$ cat config.mk
export PLATFORM = sky130hd
export DESIGN_NAME = server_list_record_parser
export DESIGN_NICKNAME = d
export VERILOG_FILES = /design/src/hdl/slrp_pkg.sv /design/src/hdl/slrp_parse.sv /design/src/hdl/slrp_queue.sv /design/src/hdl/server_list_record_parser.sv
export SDC_FILE = /design/constraint.sdc
export NUM_CORES = 1
export LEC_CHECK = 0
export ABC_AREA = 1
export BUFFER_PORTS_ARGS = -buffer_cell sky130_fd_sc_hd__buf_2
export CORE_ASPECT_RATIO = 0.9
export CORE_UTILIZATION = 25
export DETAILED_ROUTE_END_ITERATION = 10
export HOLD_SLACK_MARGIN = 0.12
export PLACE_DENSITY_LB_ADDON = 0.2
export REMOVE_ABC_BUFFERS = 1
export SYNTH_ARGS = -nofsm -noshare
export SYNTH_HDL_FRONTEND = slang
export SYNTH_SLANG_ARGS = --single-unit
$ cat constraint.sdc
create_clock -name clock -period 4.34 [get_ports clock]
set_clock_uncertainty 0.05 [all_clocks]
set_input_delay 0.868 -clock clock [delete_from_list [all_inputs] [get_ports clock]]
set_output_delay 0.868 -clock clock [all_outputs]
set_load 0.03 [all_outputs]
$ cat src/hdl/slrp_pkg.sv
`default_nettype none

package slrp_pkg;

   localparam logic [7:0] CHAR_BACKSLASH = 8'h5C;
   localparam logic [7:0] CHAR_E         = 8'h45;
   localparam logic [7:0] CHAR_O         = 8'h4F;
   localparam logic [7:0] CHAR_T         = 8'h54;

   // Window byte that must hold the separator when a record is judged.
   localparam int SEP_POS = 6;

   localparam logic [8:0] LIMIT_MAX   = 9'd256;
   localparam logic [8:0] LIMIT_RESET = 9'd256;

   localparam logic [3:0] OFFSET_JUDGE = 4'd8;
   localparam logic [3:0] OFFSET_CARRY = 4'd2;

   localparam int QUEUE_DEPTH = 4;
   localparam int QUEUE_CW    = $clog2(QUEUE_DEPTH + 1);

   typedef enum logic [1:0] {
      PH_SEEK  = 2'd0,
      PH_FIRST = 2'd1,
      PH_NEXT  = 2'd2,
      PH_STOP  = 2'd3
   } phase_type;

   typedef enum logic [1:0] {
      STOP_DATA  = 2'd0,
      STOP_EOT   = 2'd1,
      STOP_SEP   = 2'd2,
      STOP_LIMIT = 2'd3
   } stop_type;

   typedef enum logic {
      KIND_RECORD  = 1'b0,
      KIND_SUMMARY = 1'b1
   } kind_type;

   typedef struct packed {
      kind_type    kind;
      logic [31:0] ip_address;
      logic [15:0] port_number;
      logic [7:0]  record_index;
      logic [8:0]  record_count;
      stop_type    stop_reason;
      logic        last;
   } result_type;

   // Results caused by one accepted byte; the record always goes out first.
   typedef struct packed {
      logic       rec_valid;
      logic       sum_valid;
      result_type rec;
      result_type sum;
   } result_pair_type;

endpackage

`default_nettype wire

$ cat src/hdl/slrp_parse.sv
`default_nettype none

module slrp_parse (
   input  wire                     clock,
   input  wire                     reset,
   input  wire                     accept,
   input  wire  [7:0]              data_byte,
   input  wire                     packet_end,
   input  wire                     csr_write,
   input  wire  [8:0]              csr_data,
   output slrp_pkg::result_pair_type pair
);

   slrp_pkg::phase_type phase_ff, phase_in;
   slrp_pkg::stop_type  cause_ff, cause_in;
   logic [3:0]          offset_ff, offset_in;
   logic [8:0]          count_ff, count_in;
   logic [8:0]          max_records_ff;
   logic [7:0]          win_ff [8];
   logic [7:0]          win_in [8];
   logic [8:0]          limit;
   logic [8:0]          count_plus;
   logic                is_eot;

   always_comb begin
      if (max_records_ff == 9'd0) begin
         limit = 9'd1;
      end else if (max_records_ff > slrp_pkg::LIMIT_MAX) begin
         limit = slrp_pkg::LIMIT_MAX;
      end else begin
         limit = max_records_ff;
      end
   end

   assign count_plus = count_ff + 9'd1;
   assign is_eot = (phase_ff == slrp_pkg::PH_NEXT) && (offset_ff == slrp_pkg::OFFSET_CARRY) &&
                   (win_ff[0] == slrp_pkg::CHAR_E) && (win_ff[1] == slrp_pkg::CHAR_O) &&
                   (data_byte == slrp_pkg::CHAR_T);

   always_comb begin
      phase_in  = phase_ff;
      cause_in  = cause_ff;
      offset_in = offset_ff;
      count_in  = count_ff;
      win_in    = win_ff;
      pair      = '0;

      pair.rec.kind         = slrp_pkg::KIND_RECORD;
      pair.rec.ip_address   = {win_ff[0], win_ff[1], win_ff[2], win_ff[3]};
      pair.rec.port_number  = {win_ff[4], win_ff[5]};
      pair.rec.record_index = count_ff[7:0];
      pair.rec.record_count = 9'd0;
      pair.rec.stop_reason  = slrp_pkg::STOP_DATA;
      pair.rec.last         = !packet_end;

      if (accept) begin
         unique case (phase_ff) inside
            slrp_pkg::PH_SEEK: begin
               if (data_byte == slrp_pkg::CHAR_BACKSLASH) begin
                  phase_in  = slrp_pkg::PH_FIRST;
                  offset_in = 4'd0;
               end
            end
            slrp_pkg::PH_FIRST, slrp_pkg::PH_NEXT: begin
               if (is_eot) begin
                  phase_in = slrp_pkg::PH_STOP;
                  cause_in = slrp_pkg::STOP_EOT;
               end else if (offset_ff == slrp_pkg::OFFSET_JUDGE) begin
                  // This byte is the ninth of the record: judge it now.
                  if (win_ff[slrp_pkg::SEP_POS] != slrp_pkg::CHAR_BACKSLASH) begin
                     phase_in = slrp_pkg::PH_STOP;
                     cause_in = slrp_pkg::STOP_SEP;
                  end else begin
                     pair.rec_valid = 1'b1;
                     count_in       = count_plus;
                     if (count_plus >= limit) begin
                        phase_in = slrp_pkg::PH_STOP;
                        cause_in = slrp_pkg::STOP_LIMIT;
                     end else begin
                        // The two bytes past the separator open the next record.
                        win_in[0] = win_ff[7];
                        win_in[1] = data_byte;
                        offset_in = slrp_pkg::OFFSET_CARRY;
                        phase_in  = slrp_pkg::PH_NEXT;
                     end
                  end
               end else begin
                  win_in[offset_ff[2:0]] = data_byte;
                  offset_in = offset_ff + 4'd1;
               end
            end
            default: begin
            end
         endcase

         if (packet_end) begin
            pair.sum_valid        = 1'b1;
            pair.sum.kind         = slrp_pkg::KIND_SUMMARY;
            pair.sum.record_count = count_in;
            pair.sum.stop_reason  = (phase_in == slrp_pkg::PH_STOP) ? cause_in
                                                                     : slrp_pkg::STOP_DATA;
            pair.sum.last         = 1'b1;
            phase_in  = slrp_pkg::PH_SEEK;
            offset_in = 4'd0;
            count_in  = 9'd0;
            cause_in  = slrp_pkg::STOP_DATA;
         end
      end
   end

   always_ff @(posedge clock) begin
      if (reset) begin
         phase_ff       <= slrp_pkg::PH_SEEK;
         cause_ff       <= slrp_pkg::STOP_DATA;
         offset_ff      <= 4'd0;
         count_ff       <= 9'd0;
         max_records_ff <= slrp_pkg::LIMIT_RESET;
      end else begin
         phase_ff  <= phase_in;
         cause_ff  <= cause_in;
         offset_ff <= offset_in;
         count_ff  <= count_in;
         if (csr_write) begin
            max_records_ff <= csr_data;
         end
      end
   end

   // Window bytes are always written before they are read within a packet.
   always_ff @(posedge clock) begin
      win_ff <= win_in;
   end

endmodule

`default_nettype wire

$ cat src/hdl/slrp_queue.sv
`default_nettype none

module slrp_queue (
   input  wire                       clock,
   input  wire                       reset,
   input  wire                       push,
   input  wire slrp_pkg::result_pair_type pair,
   output logic                      full,
   output logic                      out_valid,
   input  wire                       out_stall,
   output slrp_pkg::result_type      out_data
);

   slrp_pkg::result_type        q_ff [slrp_pkg::QUEUE_DEPTH];
   slrp_pkg::result_type        q_in [slrp_pkg::QUEUE_DEPTH];
   logic [slrp_pkg::QUEUE_CW-1:0] count_ff, count_in;
   logic [slrp_pkg::QUEUE_CW-1:0] base;
   logic [slrp_pkg::QUEUE_CW-1:0] n_push;
   slrp_pkg::result_type        first, second;
   logic                        pop;

   // Room for two results is needed before a byte is taken.
   assign full      = count_ff > slrp_pkg::QUEUE_CW'(slrp_pkg::QUEUE_DEPTH - 2);
   assign out_valid = count_ff != '0;
   assign out_data  = q_ff[0];
   assign pop       = out_valid && !out_stall;
   assign base      = count_ff - slrp_pkg::QUEUE_CW'(pop);
   assign first     = pair.rec_valid ? pair.rec : pair.sum;
   assign second    = pair.sum;
   assign n_push    = push ? (slrp_pkg::QUEUE_CW'(pair.rec_valid) +
                              slrp_pkg::QUEUE_CW'(pair.sum_valid)) : '0;
   assign count_in  = base + n_push;

   always_comb begin
      for (int i = 0; i < slrp_pkg::QUEUE_DEPTH; i++) begin
         if (pop && i < slrp_pkg::QUEUE_DEPTH - 1) begin
            q_in[i] = q_ff[i + 1];
         end else begin
            q_in[i] = q_ff[i];
         end
         if (n_push != '0 && base == slrp_pkg::QUEUE_CW'(i)) begin
            q_in[i] = first;
         end
         if (n_push == slrp_pkg::QUEUE_CW'(2) &&
             base + slrp_pkg::QUEUE_CW'(1) == slrp_pkg::QUEUE_CW'(i)) begin
            q_in[i] = second;
         end
      end
   end

   always_ff @(posedge clock) begin
      if (reset) begin
         count_ff <= '0;
      end else begin
         count_ff <= count_in;
      end
   end

   always_ff @(posedge clock) begin
      q_ff <= q_in;
   end

endmodule

`default_nettype wire

$ cat src/hdl/server_list_record_parser.sv
`default_nettype none

// Server-list reply parser. Takes one payload byte per cycle while req_stall
// is low and returns address records (kind 0) and, on the byte marked
// packet_end, a summary (kind 1) with the record count and stop reason. Each
// byte is handled in the cycle it is accepted; its results enter a four-beat
// result queue that drains one beat per cycle while rsp_stall is low. A byte
// causes two results when a record completes on the packet's final byte.
// req_stall rises while fewer than two queue slots are free.
// The max_records register is written through the csr channel, which is
// always ready, and should only be written while no packet is in flight.
module server_list_record_parser (
   input  wire         clock,
   input  wire         reset,
   input  wire         req_valid,
   output logic        req_stall,
   input  wire  [7:0]  req_data_byte,
   input  wire         req_packet_end,
   output logic        rsp_valid,
   input  wire         rsp_stall,
   output logic        rsp_kind,
   output logic [31:0] rsp_ip_address,
   output logic [15:0] rsp_port_number,
   output logic [7:0]  rsp_record_index,
   output logic [8:0]  rsp_record_count,
   output logic [1:0]  rsp_stop_reason,
   output logic        rsp_last,
   input  wire         csr_valid,
   output logic        csr_ready,
   input  wire  [8:0]  csr_max_records
);

   slrp_pkg::result_pair_type pair;
   slrp_pkg::result_type      head;
   logic                      accept;
   logic                      full;

   assign csr_ready = 1'b1;
   assign req_stall = full;
   assign accept    = req_valid && !full;

   slrp_parse u_parse (
      .clock      (clock),
      .reset      (reset),
      .accept     (accept),
      .data_byte  (req_data_byte),
      .packet_end (req_packet_end),
      .csr_write  (csr_valid && csr_ready),
      .csr_data   (csr_max_records),
      .pair       (pair)
   );

   slrp_queue u_queue (
      .clock     (clock),
      .reset     (reset),
      .push      (accept),
      .pair      (pair),
      .full      (full),
      .out_valid (rsp_valid),
      .out_stall (rsp_stall),
      .out_data  (head)
   );

   assign rsp_kind         = head.kind;
   assign rsp_ip_address   = head.ip_address;
   assign rsp_port_number  = head.port_number;
   assign rsp_record_index = head.record_index;
   assign rsp_record_count = head.record_count;
   assign rsp_stop_reason  = head.stop_reason;
   assign rsp_last         = head.last;

endmodule

`default_nettype wire

==> flow_metrics.tcl <==
set metrics [dict create \
    post_synth_inst_count 2056 \
    max-slew-margin-rel_pct 22.7 \
    grt_max_degree 99 \
    post_cts.repair.setup_buffers 0 \
    cts-hold-fix-buffers 0 \
    initial_antenna_violation_count 1 \
    clkLatencyLatePin_ns 0.59 \
    critical_path_required_ns 4.71 \
    synthesis.area_per_instance_um2 8.34 \
    grt_usage_pct 15.6 \
    synth_top_cells_by_count "422 x sky130_fd_sc_hd__nand2_1, 253 x sky130_fd_sc_hd__dfxtp_1, 186 x sky130_fd_sc_hd__nand3_1, 173 x sky130_fd_sc_hd__o211ai_1, 149 x sky130_fd_sc_hd__o21ai_1" \
    drive_above_1_share_pct 12.3 \
    maximum_clock_path_buffer_count 3 \
    final_count_of_negative_setup_slack_endpoints 0 \
    max_clock_freq_ghz 0.266 \
    timing_max_transition_violations_final 0 \
    power.ir.vdd_worst_v 0.000210 \
    totalPowerFinal_mw 10.2 \
    gr-max-usage-layer "met2" \
    synth.most_common_cell "sky130_fd_sc_hd__nand2_1" \
    filler_cell_count 7183 \
    route.antenna.remaining_nets 0 \
    holdWs_ns 0.409 \
    drt_wl_total_um 54200 \
    cts_buffers 45 \
    power.density_cell_area_nw_per_um2 526 \
    run_status "complete, no violations" \
    routed-via-count 14209 \
    timing.setup.critical_path_class "reg -> reg" \
    yosys_register_bits 369 \
    rows 90 \
    fin_nets 2077 \
    met1_usage_pct 22.5 \
    total_leakage_power_nw 6.74 \
    grt_pass1_wl_um 85000 \
    tightestPinTransition_ns 1.15 \
    drtIter0Drc 1030 \
    synthDominantCellAreaShare_pct 29.5 \
    ys_async_sr_fraction_pct 0 \
    clk_pin_slew_worst_paths_ns 0.06 \
    core_area_um2 67500 \
    synth.lib_cells_used.distinct 41 \
    setup_tns_ns 0 \
    globalplace.congestion 0.830 \
    setup_repair_after_global_routing_missed_its_margin "no" \
    ys_seq_area_share_pct 49.9 \
    yosysWarningCount 0 \
    power_switching_share_pct 32.0 \
    cp.arrival_ns 4.13 \
    htree_levels 2 \
    num_io_pins 95 \
    worstSetupEndpointType "register" \
    share_comb_of_total_power_pct 21.2 \
    start_util_pct 25.4 \
    die_y_um 250 \
    clock_sink_count 369 \
    post_cts_repair_resize_count 0 \
    timing.final.crit_share_pct 86.6 \
    dp.final_hpwl_um 34600 \
    detailedRoute.firstPassIterationCount 5 \
    max_cap_violations 0 \
    yosysTopAreaCell "sky130_fd_sc_hd__dfxtp_1" \
    cp_max_fo 39 \
    report.final.hold_viol_count 0 \
    groute.layer.met3.usage_pct 3.05 \
    grt_use_met2_pct 23.5 \
    finalCriticalPeriod_ns 3.76 \
    area_growth_pct 13.1 \
    fp.dieW_um 278 \
    final_design_area_no_fill_um2 19400 \
    ys_dominant_reg_cell "sky130_fd_sc_hd__dfxtp_1" \
    internal-power_mw 6.94 \
    route.detailed.drc 0 \
    post_synth_main_area_contributors "sky130_fd_sc_hd__dfxtp_1 30%, sky130_fd_sc_hd__edfxtp_1 20%, sky130_fd_sc_hd__nand2_1 9.2%" \
    synth_enable_flop_cells 116 \
    cts_tree "yes" \
    crit_path_start_kind "register" \
    power_frac_clock_pct 35.5 \
    post_dp_cell_area_um2 18000 \
    grt_remaining_overflow 0 \
    min-delay-path-class "reg -> reg" \
    switchingPower_mw 3.26 \
    dieArea_um2 69600 \
    number_of_vias_per_cell 4.83 \
    cts.root.buffer_cell "sky130_fd_sc_hd__clkbuf_16" \
    wl_per_cell_um 18.4 \
    grt_pass1_vias 13856 \
    place.port_buffers 93 \
    mappedNetlistArea_um2 17100 \
    sequentialPowerShare_pct 43.4 \
]
power groups by stage:
stage          logic (mW)  clock network [mW]  registers (mW)
2_1_floorplan        1.11                   0            4.70
5_1_grt              2.39                3.87            4.50
3_5_place_dp         2.19                   0            4.50
3_3_place_gp         2.16                   0            4.49
4_1_cts              2.19                3.74            4.43
6_report             2.16                3.62            4.43
area by class of cell:
| cell class | count | area, µm² | area share, % |
|---|---|---|---|
| flip-flops and latches | 369 | 8550 | 44.1 |
| multi-input cells | 1364 | 6970 | 35.9 |
| clock buffers | 70 | 1290 | 6.65 |
| well taps | 874 | 1090 | 5.64 |
| repair buffers | 147 | 996 | 5.13 |
| inverters | 104 | 390 | 2.01 |
| clock inverters | 12 | 111 | 0.574 |
| diodes | 1 | 2.50 | 0.0129 |
placed cells by master (no fill, tap or decap), drive strengths merged, types with 10 or more instances in the layout:
cell | synthesis | routed
clkinv | 2 | 12
nor2 | 155 | 155
clkbuf | 45 | 70
nand3 | 188 | 188
a21oi | 91 | 91
buf | 174 | 147
dfxtp | 253 | 253
nand4 | 10 | 10
o21ai | 251 | 251
o211ai | 173 | 173
nand2 | 433 | 433
inv | 102 | 103
edfxtp | 116 | 116
ha | 22 | 22
sequential cells by signal, summed over array words and instances (netlist names):
| name | cells |
|---|---|
| u_parse.cause_ff | 2 |
| u_parse.count_ff | 9 |
| u_parse.max_records_ff | 9 |
| u_parse.offset_ff | 4 |
| u_parse.pair | 48 |
| u_parse.phase_ff | 2 |
| u_parse.win_ff | 16 |
| u_queue.count_ff | 3 |
| u_queue.out_data | 69 |
| u_queue.q_ff | 207 |
layer usage:
layer	vias up	wire, µm
li1	6993	-
met1	6784	26800
met2	365	23200
met3	65	3110
met4	2	1120
met5	-	13
kinds of logic (layout without fill, tap and decap cells):
kind of cell | Yosys count | count (layout) | share of synthesized area [%]
compound gates | 532 | 532 | 18.3
xor+xnor | 8 | 8 | 0.409
fa+ha+maj | 23 | 23 | 1.72
buf+inv | 323 | 333 | 9.67
flops | 369 | 369 | 49.9
other cells | 1 | 2 | 0.0219
simple gates | 800 | 800 | 20.1
critical path: stages (launching register included):
cell	delay [ns]
sky130_fd_sc_hd__dfxtp_1	0.43
sky130_fd_sc_hd__inv_1	0.15
sky130_fd_sc_hd__ha_1	0.24
sky130_fd_sc_hd__nand2_1	0.07
sky130_fd_sc_hd__nor2_1	0.05
sky130_fd_sc_hd__nand2_1	0.06
sky130_fd_sc_hd__nor2_1	0.06
sky130_fd_sc_hd__nand2_2	0.13
sky130_fd_sc_hd__nand4_4	0.10
sky130_fd_sc_hd__nor2_4	0.14
sky130_fd_sc_hd__buf_4	0.17
sky130_fd_sc_hd__ha_1	0.15
sky130_fd_sc_hd__inv_1	0.05
sky130_fd_sc_hd__nor2_2	0.20
sky130_fd_sc_hd__inv_2	0.09
sky130_fd_sc_hd__nor2_2	0.09
sky130_fd_sc_hd__nand2_2	0.11
sky130_fd_sc_hd__nor2_4	0.12
sky130_fd_sc_hd__buf_4	0.36
sky130_fd_sc_hd__buf_4	0.59
sky130_fd_sc_hd__o21ai_0	0.18
worst paths after layout:
check                                                  startpoint                           endpoint  slack [ns]  cells past startpoint
worst max-delay path            u_parse.offset_ff[0]$_SDFFE_PP0P_     u_queue.q_ff[174]$_SDFFE_PP0P_        0.58                     20
worst max register to register  u_parse.offset_ff[0]$_SDFFE_PP0P_     u_queue.q_ff[174]$_SDFFE_PP0P_        0.58                     20
worst min-delay path            u_queue.out_data[51]$_SDFFE_PP0P_  u_queue.out_data[51]$_SDFFE_PP0P_        0.41                      2
worst min register to register  u_queue.out_data[51]$_SDFFE_PP0P_  u_queue.out_data[51]$_SDFFE_PP0P_        0.41                      2
metrics by stage:
| step | worst slack (ns) | cells | util, % |
|---|---|---|---|
| detailed placement | 0.241 | 2858 | 26.7 |
| finish | 0.583 | 2941 | 28.8 |
| floorplan | -3.10 | 1837 | - |
| global placement | 0.290 | 2858 | 26.7 |
| CTS | 0.626 | 2940 | 28.8 |
| global route | 0.243 | 2940 | 28.8 |
(Power assumes the default switching activity.)
